--- src/rtl/pie_pkg.sv ---
// ----------------------------------------------------------------------------
// pie_pkg: shared types and constants of the price indicator engine
// Field widths, register indexes and reset values, divider jobs, result
// codes and the command and status bundles between controller and datapath.
// ----------------------------------------------------------------------------
package pie_pkg;

  // Field and arithmetic widths.
  localparam int PRICE_BITS        = 32;
  localparam int DEF_HISTORY_DEPTH = 256;
  localparam int PERIOD_W          = 9;
  localparam int NUM_REGS          = 6;
  localparam int REG_IDX_W         = 3;
  localparam int CODE_W            = 4;
  localparam int VALUE_W           = 42;
  localparam int SUM_W             = PRICE_BITS + PERIOD_W;
  localparam int DIVISOR_W         = PERIOD_W + 1;
  localparam int DIV_W             = 2 * PRICE_BITS + PERIOD_W;
  localparam int SQ_W              = 2 * PRICE_BITS;

  // Configuration register indexes.
  localparam logic [REG_IDX_W-1:0] REG_SHORT_SMA  = 3'd0;
  localparam logic [REG_IDX_W-1:0] REG_MID_SMA    = 3'd1;
  localparam logic [REG_IDX_W-1:0] REG_LONG_SMA   = 3'd2;
  localparam logic [REG_IDX_W-1:0] REG_FAST_EMA   = 3'd3;
  localparam logic [REG_IDX_W-1:0] REG_MIDDLE_EMA = 3'd4;
  localparam logic [REG_IDX_W-1:0] REG_SLOW_EMA   = 3'd5;

  // Register reset values, in index order.
  localparam logic [PERIOD_W-1:0] REG_RESET [NUM_REGS] =
    '{9'd20, 9'd50, 9'd200, 9'd9, 9'd21, 9'd50};

  // Result codes.
  localparam logic [CODE_W-1:0] CODE_SMA_S   = 4'd0;
  localparam logic [CODE_W-1:0] CODE_SMA_M   = 4'd1;
  localparam logic [CODE_W-1:0] CODE_SMA_L   = 4'd2;
  localparam logic [CODE_W-1:0] CODE_EMA_F   = 4'd3;
  localparam logic [CODE_W-1:0] CODE_EMA_M   = 4'd4;
  localparam logic [CODE_W-1:0] CODE_EMA_S   = 4'd5;
  localparam logic [CODE_W-1:0] CODE_BAND_UP = 4'd6;
  localparam logic [CODE_W-1:0] CODE_BAND_MD = 4'd7;
  localparam logic [CODE_W-1:0] CODE_BAND_LO = 4'd8;
  localparam logic [CODE_W-1:0] CODE_PIVOT   = 4'd9;
  localparam logic [CODE_W-1:0] CODE_R1      = 4'd10;
  localparam logic [CODE_W-1:0] CODE_R2      = 4'd11;
  localparam logic [CODE_W-1:0] CODE_R3      = 4'd12;
  localparam logic [CODE_W-1:0] CODE_S1      = 4'd13;
  localparam logic [CODE_W-1:0] CODE_S2      = 4'd14;
  localparam logic [CODE_W-1:0] CODE_S3      = 4'd15;

  // Jobs of the shared divider and divide by three, run in this order.
  typedef enum logic [3:0] {
    JOB_SMA_S  = 4'd0,
    JOB_SMA_M  = 4'd1,
    JOB_SMA_L  = 4'd2,
    JOB_SEED_F = 4'd3,
    JOB_SEED_M = 4'd4,
    JOB_SEED_S = 4'd5,
    JOB_EMA_F  = 4'd6,
    JOB_EMA_M  = 4'd7,
    JOB_EMA_S  = 4'd8,
    JOB_PIVOT  = 4'd9,
    JOB_VAR    = 4'd10
  } job_t;

  // Commands from the controller to the datapath.
  typedef struct packed {
    logic              load;
    logic              setup;
    logic              walk;
    logic              pass2;
    logic              div_start;
    logic              div_store;
    job_t              job;
    logic              ema_upd;
    logic              sq_start;
    logic              emit;
    logic [CODE_W-1:0] code;
  } pie_cmd_t;

  // Status from the datapath to the controller.
  typedef struct packed {
    logic walk_done;
    logic div_done;
    logic sq_done;
    logic out_free;
  } pie_sts_t;

endpackage

--- src/rtl/pie_ctrl.sv ---
// ----------------------------------------------------------------------------
// pie_ctrl: sequencer of the price indicator engine
// Steps one bar through history walk, divisions, divide by three, EMA update,
// variance walk, variance division, square root and the sixteen results.
// ----------------------------------------------------------------------------
module pie_ctrl import pie_pkg::*; (
  input  logic     clk,
  input  logic     rst_n,
  input  logic     in_valid,
  output logic     in_ready,
  input  pie_sts_t sts,
  output pie_cmd_t cmd
);

  typedef enum logic [10:0] {
    S_IDLE      = 11'b000_0000_0001,
    S_SETUP     = 11'b000_0000_0010,
    S_WALK      = 11'b000_0000_0100,
    S_DIV_GO    = 11'b000_0000_1000,
    S_DIV_WAIT  = 11'b000_0001_0000,
    S_EMA       = 11'b000_0010_0000,
    S_VAR_SETUP = 11'b000_0100_0000,
    S_VAR_WALK  = 11'b000_1000_0000,
    S_SQ_GO     = 11'b001_0000_0000,
    S_SQ_WAIT   = 11'b010_0000_0000,
    S_EMIT      = 11'b100_0000_0000
  } state_t;

  state_t            state_r, state_nxt;
  job_t              job_r, job_nxt;
  logic [CODE_W-1:0] code_r, code_nxt;

  // Next state and commands.
  always_comb begin
    state_nxt = state_r;
    job_nxt   = job_r;
    code_nxt  = code_r;
    cmd       = '0;
    cmd.job   = job_r;
    cmd.code  = code_r;
    case (state_r)
      S_IDLE: begin
        if (in_valid) begin
          cmd.load  = 1'b1;
          state_nxt = S_SETUP;
        end
      end
      S_SETUP: begin
        cmd.setup = 1'b1;
        state_nxt = S_WALK;
      end
      S_WALK: begin
        cmd.walk = 1'b1;
        if (sts.walk_done) begin
          job_nxt   = JOB_SMA_S;
          state_nxt = S_DIV_GO;
        end
      end
      S_DIV_GO: begin
        cmd.div_start = 1'b1;
        state_nxt     = S_DIV_WAIT;
      end
      S_DIV_WAIT: begin
        if (sts.div_done) begin
          cmd.div_store = 1'b1;
          if (job_r == JOB_PIVOT) begin
            state_nxt = S_EMA;
          end else if (job_r == JOB_VAR) begin
            state_nxt = S_SQ_GO;
          end else begin
            job_nxt   = job_t'(job_r + 4'd1);
            state_nxt = S_DIV_GO;
          end
        end
      end
      S_EMA: begin
        cmd.ema_upd = 1'b1;
        state_nxt   = S_VAR_SETUP;
      end
      S_VAR_SETUP: begin
        cmd.setup = 1'b1;
        cmd.pass2 = 1'b1;
        state_nxt = S_VAR_WALK;
      end
      S_VAR_WALK: begin
        cmd.walk  = 1'b1;
        cmd.pass2 = 1'b1;
        if (sts.walk_done) begin
          job_nxt   = JOB_VAR;
          state_nxt = S_DIV_GO;
        end
      end
      S_SQ_GO: begin
        cmd.sq_start = 1'b1;
        state_nxt    = S_SQ_WAIT;
      end
      S_SQ_WAIT: begin
        if (sts.sq_done) begin
          code_nxt  = CODE_SMA_S;
          state_nxt = S_EMIT;
        end
      end
      S_EMIT: begin
        if (sts.out_free) begin
          cmd.emit = 1'b1;
          code_nxt = code_r + CODE_W'(1);
          if (code_r == CODE_S3) begin
            state_nxt = S_IDLE;
          end
        end
      end
      default: begin
        state_nxt = S_IDLE;
      end
    endcase
  end

  // State registers.
  always_ff @(posedge clk) begin
    if (!rst_n) begin
      state_r <= S_IDLE;
      job_r   <= JOB_SMA_S;
      code_r  <= CODE_SMA_S;
    end else begin
      state_r <= state_nxt;
      job_r   <= job_nxt;
      code_r  <= code_nxt;
    end
  end

  assign in_ready = (state_r == S_IDLE);

endmodule

--- config.mk ---
export PLATFORM = sky130hd
export DESIGN_NAME = pie_ctrl
export DESIGN_NICKNAME = d
export VERILOG_FILES = /design/src/rtl/pie_pkg.sv /design/src/rtl/pie_ctrl.sv
export SDC_FILE = /design/constraint.sdc
export NUM_CORES = 1
export LEC_CHECK = 0
export BUFFER_PORTS_ARGS = -buffer_cell sky130_fd_sc_hd__buf_2
export CAP_MARGIN = 20
export CORE_ASPECT_RATIO = 0.9
export CORE_MARGIN = 8
export CORE_UTILIZATION = 55
export CTS_CLUSTER_DIAMETER = 60
export DETAILED_ROUTE_END_ITERATION = 8
export PLACE_DENSITY = 0.83
export SKIP_LAST_GASP = 1
export SLEW_MARGIN = 20
export SYNTH_ARGS = -nofsm -noshare
export SYNTH_HDL_FRONTEND = slang
export SYNTH_SLANG_ARGS = --single-unit
export TNS_END_PERCENT = 10
--- constraint.sdc ---
create_clock -name clk -period 7.1 [get_ports clk]
set_clock_uncertainty 0.2 [all_clocks]
set_input_delay 1.065 -clock clk [delete_from_list [all_inputs] [get_ports clk]]
set_output_delay 1.065 -clock clk [all_outputs]
set_load 0.02 [all_outputs]
==> results of run 1 <==
==> metrics by stage <==
| stage | instance area, um^2 | hold slack, ps | util | setup WS [ps] |
|---|---|---|---|---|
| global placement | 1470 | 283 | 0.611 | 4050 |
| detailed placement | 1470 | 299 | 0.611 | 4010 |
| floorplan | 1380 | 350 | - | 3960 |
| CTS | 1500 | 328 | 0.623 | 3660 |
| finish | 1500 | 317 | 0.623 | 3630 |
| global route | 1500 | 356 | 0.623 | 3440 |
==> final cells by class <==
type,instances,share of cell area
Clock buffer,3,0.0150
Clock inverter,1,0.00501
Inverter,12,0.0301
Multi-Input combinational cell,120,0.592
Sequential cell,19,0.254
Tap cell,28,0.0234
Timing Repair Buffer,24,0.0802
==> report_power, final <==
part / switching, mW / total [mW] / internal [mW] / leakage, nW
clock: 0.0365 / 0.0581 / 0.0215 / 0.0139
sequential: 0.00673 / 0.117 / 0.110 / 0.154
combinational: 0.0383 / 0.0626 / 0.0242 / 0.422
total: 0.0816 / 0.237 / 0.156 / 0.590
==> per-layer routing <==
metal / global-route usage / up-vias / part of all wire
li1: - / 641 / -
met1: 0.182 / 619 / 0.42
met2: 0.260 / 48 / 0.47
met3: 0.0459 / 8 / 0.086
met4: 0.0702 / 0 / 0.022
met5: 0 / - / 0
==> path summary, 6_finish.rpt <==
kind | from | to
hold reg to reg | code_r[2] | code_r[2]
hold / removal | code_r[2] | code_r[2]
setup reg to reg | state_r[6] | job_r[3]
setup / recovery | state_r[0] | cmd[11]
==> cell usage in the layout (no fill, tap or decap), types with 2 or more instances in the layout <==
master / synthesis / layout
sky130_fd_sc_hd__nand2_1: 5 / 5
sky130_fd_sc_hd__nor3_1: 6 / 6
sky130_fd_sc_hd__nand3_1: 3 / 3
sky130_fd_sc_hd__a21oi_1: 7 / 7
sky130_fd_sc_hd__nand2b_1: 9 / 9
sky130_fd_sc_hd__nand4_1: 4 / 4
sky130_fd_sc_hd__ha_1: 4 / 4
sky130_fd_sc_hd__or3b_2: 2 / 2
sky130_fd_sc_hd__o21ai_0: 5 / 5
sky130_fd_sc_hd__nor2_1: 12 / 12
sky130_fd_sc_hd__xor2_1: 2 / 2
sky130_fd_sc_hd__o21a_1: 5 / 5
sky130_fd_sc_hd__nand3b_1: 2 / 2
sky130_fd_sc_hd__nor2b_1: 4 / 4
sky130_fd_sc_hd__nor4_1: 8 / 8
sky130_fd_sc_hd__or3_1: 3 / 3
sky130_fd_sc_hd__inv_1: 12 / 12
sky130_fd_sc_hd__clkbuf_4: 0 / 3
sky130_fd_sc_hd__xnor2_1: 2 / 2
sky130_fd_sc_hd__o31ai_1: 2 / 2
sky130_fd_sc_hd__buf_2: 1 / 24
sky130_fd_sc_hd__and3_1: 3 / 3
sky130_fd_sc_hd__nor4_4: 3 / 3
sky130_fd_sc_hd__a21boi_0: 2 / 2
sky130_fd_sc_hd__or4_4: 2 / 2
sky130_fd_sc_hd__dfxtp_1: 19 / 19
==> state kept, by name, summed over array words and instances (netlist names) <==
| name | count |
|---|---|
| code_r | 4 |
| state_r | 11 |
| job_r | 4 |
==> cell families after synthesis <==
logic type,Yosys count,share of synthesized area
buffers and inverters,21,0.0782
multiplexers,1,0.00728
XOR/XNOR,4,0.0255
flip-flops,19,0.277
adder cells (fa/ha/maj),4,0.0364
AND/OR/NAND/NOR,74,0.364
AO/OA/AOI/OAI,37,0.212
==> critical path, stage by stage, from the launching register on <==
cell and delay (ps):
sky130_fd_sc_hd__dfxtp_1 390, sky130_fd_sc_hd__or4_4 690, sky130_fd_sc_hd__nor3_1 370, sky130_fd_sc_hd__nand2b_1 160, sky130_fd_sc_hd__nor2_1 110, sky130_fd_sc_hd__buf_2 170
==> out/summary.md, run 1 <==
### Synthesis
* yosys warns: 0
* synth cell count leaders: 19 x sky130_fd_sc_hd__dfxtp_1, 12 x sky130_fd_sc_hd__inv_1, 12 x sky130_fd_sc_hd__nor2_1
* commonest register cell after synthesis: sky130_fd_sc_hd__dfxtp_1
* cell type contributing the most total cell area after synthesis: sky130_fd_sc_hd__dfxtp_1
* async set or reset register ratio after synthesis: 0
* synthesized net count: 171
* sequential cell area fraction in the yosys report: 0.277
* top-area cell type share of the netlist area: 0.277
* number of enable flip-flop cells after synthesis: 0
* Syn Area/Cell: 8.59 um^2
* most repeated cell in the gate-level netlist after synthesis: sky130_fd_sc_hd__dfxtp_1
* Synth Instances: 160
* number of distinct standard cells referenced by the synthesized netlist: 55
* number of register bits inferred by synthesis: 19
* Syn Std Cell Area: 0.00138 mm^2
* leading cell types by total area after synthesis: sky130_fd_sc_hd__dfxtp_1 28%, sky130_fd_sc_hd__nor4_4 4.6%, sky130_fd_sc_hd__nand2b_1 4.1%

### Setup path
* type of element capturing the critical path: output port
* required time reported for the critical path endpoint: 5830 ps
* register-to-register setup slack: 4650 ps
* worst-case reg-to-reg path depth: 5
* class of the most critical setup path: flop to output port
* critical-path maximum fanout: 11
* Critical Path Source Type: flop
* arrival time reported for the critical path endpoint: 2200 ps

### Layout
* ant diodes: 0
* final-stage net count: 191
* footprint of the flip-flops and latches: 380 um^2
* multi-input gate area in the final layout: 887 um^2
* ratio of cells with drive above 1 in the final layout: 0.235
* final std cells w/o fill: 207
* relative area change from synthesis to final layout: 8.92%
* layout filler cell count: 217

### STA
* Total Neg Setup Slack: 0 ps
* measured slew at the worst slew-check pin: 599 ps
* fin crit period: 3470 ps
* tightest slew margin relative to the limit: 0.598
* setup repair after global routing missed its margin: false
* Final Hold Viols: 0
* total of endpoints with negative setup slack in the final report: 0
* final clock period utilization by the worst path: 0.488
* maximum clock frequency: 0.289 GHz
* Final Max Slew Viols: 0

### Die
* site row count: 17
* DIE HEIGHT: 63.4 um
* core region area: 0.00240 mm^2
* Chip Width: 68.7 um
* DIE AREA: 0.00436 mm^2
* initial cell density of the core: 0.572
* I/O Pins: 25

### Placed design
* routability congestion estimate: 0.936
* placed cell count: 203
* number of input and output port buffers inserted: 24
* HPWL after detailed placement: 2550 um

### Clocking
* clock-pin slew reported for the worst setup and hold paths after clock tree synthesis: 110 ps
* worst-skew pair later-pin latency: 310 ps
* cts hold-fix bufs: 0
* CTS tree: yes
* CTS Sinks: 19
* Bufs on Longest Clock Path: 2
* Post-CTS Resized: 0
* count of buffers added by post-CTS timing repair for setup: 0
* Root Driver: sky130_fd_sc_hd__clkbuf_4
* H-tree depth: 1
* number of CTS-inserted buffers: 3

### GRT
* largest net degree at the start of global routing: 17
* number of antenna violations at the first check in global routing: 0
* number of global-route vias before repair: 1,247
* wire length of the first global-routing pass: 5530 um
* total congestion overflow after global routing: 0
* combined global-route utilization of all metal layers: 0.159

### Power
* overall power of the completed layout: 0.237 mW
* leakage: 0.590 nW
* PD cells: 158 mW/mm^2
* maximum vdd drop: 159 uV

### Outcome
* status: finished, final reports clean

### Worst hold path
* Hold Path Cell Cnt: 1
* Min-Delay Path Class: flop to flop

### Drt
* number of design-rule violations left by the first detailed-router iteration: 88
* # DRC: 0
* detail-routed net length per standard cell: 16.2 um
* average vias per placed instance: 6.36
* Total Wirelength: 3350 um
* count of antenna-violating nets left after detailed routing: 0
* length of the first detailed-routing pass in iterations: 4
* total via count in the routed design: 1,316

### Job
* max cap viols: 0

No activity file was read; power rests on OpenSTA's default activity.
==> run 2, diff against run 1 <==
--- a/config.mk
+++ b/config.mk
@@ -9,10 +9,10 @@
 export CAP_MARGIN = 20
 export CORE_ASPECT_RATIO = 0.9
 export CORE_MARGIN = 8
-export CORE_UTILIZATION = 55
+export CORE_UTILIZATION = 50
 export CTS_CLUSTER_DIAMETER = 60
 export DETAILED_ROUTE_END_ITERATION = 8
-export PLACE_DENSITY = 0.83
+export PLACE_DENSITY = 0.8
 export SKIP_LAST_GASP = 1
 export SLEW_MARGIN = 20
 export SYNTH_ARGS = -nofsm -noshare
==> constraint.sdc (replaced) <==
create_clock -name clk -period 2.8 [get_ports clk]
set_clock_uncertainty 0.2 [all_clocks]
set_input_delay 0.42 -clock clk [delete_from_list [all_inputs] [get_ports clk]]
set_output_delay 0.42 -clock clk [all_outputs]
set_load 0.02 [all_outputs]
==> out/summary.md, run 2 (synthesis gave the netlist of run 1 again) <==
### Drt
* number of design-rule violations left by the first detailed-router iteration: 87, -1.1%
* average vias per placed instance: 6.21, -2.3%
* total via count in the routed design: 1,311, -0.38%
* detail-routed net length per standard cell: 16.3 um, +0.39%
* length of the first detailed-routing pass in iterations: 4, unchanged
* count of antenna-violating nets left after detailed routing: 0, unchanged
* Total Wirelength: 3430 um, +2.3%
* # DRC: 0, unchanged

### Setup path
* worst-case reg-to-reg path depth: 5, unchanged
* critical-path maximum fanout: 7, -4
* type of element capturing the critical path: output port
* arrival time reported for the critical path endpoint: 2120 ps, -80 ps
* endpoint of the worst register-to-register path: job_r[3]
* register-to-register setup slack: 440 ps, -4210 ps
* class of the most critical setup path: flop to output port
* critical path capture point: cmd[6]
* source of the critical timing path: state_r[10]
* Critical Path Source Type: flop
* required time reported for the critical path endpoint: 2180 ps, -3650 ps
* reg2reg start: state_r[4]

### Clocking
* CTS Sinks: 19, unchanged
* number of CTS-inserted buffers: 3, unchanged
* cts hold-fix bufs: 0, unchanged
* clock-pin slew reported for the worst setup and hold paths after clock tree synthesis: 110 ps, about the same
* Bufs on Longest Clock Path: 2, unchanged
* CTS tree: yes
* H-tree depth: 1, unchanged
* Root Driver: sky130_fd_sc_hd__clkbuf_4
* worst-skew pair later-pin latency: 300 ps, about the same

### STA
* Final Max Slew Viols: 0, unchanged
* setup repair after global routing missed its margin: true
* PnR worst setup slack: 61.9 ps, -3570 ps
* Final Hold Viols: 0, unchanged
* Fin Hold WS: 219 ps, -98.5 ps
* measured slew at the worst slew-check pin: 651 ps, +52.0 ps
* maximum clock frequency: 0.365 GHz
* total of endpoints with negative setup slack in the final report: 0, unchanged
* tightest slew margin relative to the limit: 0.563, -0.0350
* Total Neg Setup Slack: 0 ps, unchanged
* fin crit period: 2740 ps
* final clock period utilization by the worst path: 0.978

### Layout
* largest registers ranked by flip-flop count: state_r: 11 flops, code_r: 4 flops, job_r: 4 flops
* utilization after layout: 0.572, -0.0508
* ratio of cells with drive above 1 in the final layout: 0.260, +0.0250
* multi-input gate area in the final layout: 908 um^2, +2.4%
* ant diodes: 0, unchanged
* final-stage net count: 193, +1.0%
* max reg flops: 11, unchanged
* layout filler cell count: 238, +9.7%
* final std cells w/o fill: 211, +1.9%
* largest reg by FF count: state_r
* leading cell types in the layout, fill and taps excluded: 24 x sky130_fd_sc_hd__buf_2, 19 x sky130_fd_sc_hd__dfxtp_1, 12 x sky130_fd_sc_hd__inv_1, 12 x sky130_fd_sc_hd__nor2_1, 9 x sky130_fd_sc_hd__nand2b_1
* relative area change from synthesis to final layout: 11.6%
* most common cell after layout, fill and taps aside: sky130_fd_sc_hd__buf_2
* footprint of the flip-flops and latches: 380 um^2, unchanged

### Die
* DIE AREA: 0.00469 mm^2, +7.5%
* initial cell density of the core: 0.513, -0.0590
* Chip Width: 71.3 um, +3.7%
* site row count: 18, +1
* core region area: 0.00268 mm^2, +12%
* I/O Pins: 25, unchanged
* DIE HEIGHT: 65.8 um, +3.6%

### GRT
* number of antenna violations at the first check in global routing: 0, unchanged
* total congestion overflow after global routing: 0, unchanged
* GR Util met3: 0.0350, -0.0110
* number of global-route vias before repair: 1,277, +2.4%
* gr busiest metal: met2
* met1 track demand over resource in global routing: 0.180, -0.00177
* combined global-route utilization of all metal layers: 0.153, -0.00563
* met2 Track Usage GR: 0.252, -0.00816
* largest net degree at the start of global routing: 17, unchanged
* wire length of the first global-routing pass: 5840 um, +5.5%

### Placed design
* placed cell count: 207, +2.0%
* pre-CTS WS: 299 ps, -3710 ps
* routability congestion estimate: 0.936, about the same
* HPWL after detailed placement: 2590 um, +1.6%
* number of input and output port buffers inserted: 24, unchanged

### Worst hold path
* startpoint of the most critical hold path: sts[1]
* Min-Delay Path Class: primary input to flop
* Hold Path Cell Cnt: 3, +2

### Power
* PD cells: 389 mW/mm^2, +150%
* maximum vdd drop: 239 uV, +50%
* leakage: 0.604 nW, +2.3%

### Job
* max cap viols: 0, unchanged

### Outcome
* status: finished, final reports clean

## run 2: cell count changes in the layout (fill, tap and decap cells not counted), sizes merged
| cell | previous run | this run |
|---|---|---|
| buf | 24 | 26 |
| clkinvlp | 1 | 0 |
| clkinv | 0 | 1 |
## run 2: routing by layer
layer / wire length [um] / vias to the layer above
met5: 0 / -
met4: 85 / 0
met3: 259 / 8
met2: 1660 / 42
met1: 1420 / 619
li1: - / 642
## run 2: final cells by class
cell class                      instances  share of cell area
Timing Repair Buffer                   26              0.0881
Sequential cell                        19               0.248
Clock buffer                            3              0.0147
Inverter                               12              0.0294
Clock inverter                          1             0.00326
Multi-Input combinational cell        120               0.592
Tap cell                               30              0.0245
## run 2: worst min path at each step
stage	end	slack, ps
floorplan	state_r[2]	340
global placement	code_r[2]	270
detailed placement	job_r[2]	300
CTS	state_r[10]	210
global route	state_r[10]	260
finish	state_r[10]	220
## run 2: what timing repair did
item	4_1_cts	5_1_grt
buffers inserted	0	0
resized for setup	1	3
endpoints found under the setup margin	1	3
pin swaps	0	1
## run 2: per-stage QoR
| step | instance area [um^2] | total power [mW] |
|---|---|---|
| 4_1_cts | 1520 | 0.597 |
| 6_report | 1530 | 0.597 |
| 3_5_place_dp | 1490 | 0.456 |
| 2_1_floorplan | 1380 | 0.434 |
| 3_3_place_gp | 1490 | 0.451 |
| 5_1_grt | 1530 | 0.631 |
## run 2: report_power, final
| group | internal [mW] | total [mW] | switching, mW | leakage [nW] |
|---|---|---|---|---|
| Sequential | 0.279 | 0.296 | 0.0173 | 0.154 |
| Clock | 0.0533 | 0.142 | 0.0884 | 0.0177 |
| Combinational | 0.0620 | 0.159 | 0.0974 | 0.432 |
## run 2: worst max-delay path: stages (launching register included)
cell,delay [ps]
sky130_fd_sc_hd__dfxtp_1,380
sky130_fd_sc_hd__or3_4,450
sky130_fd_sc_hd__or4b_1,550
sky130_fd_sc_hd__nor3_4,220
sky130_fd_sc_hd__buf_2,210
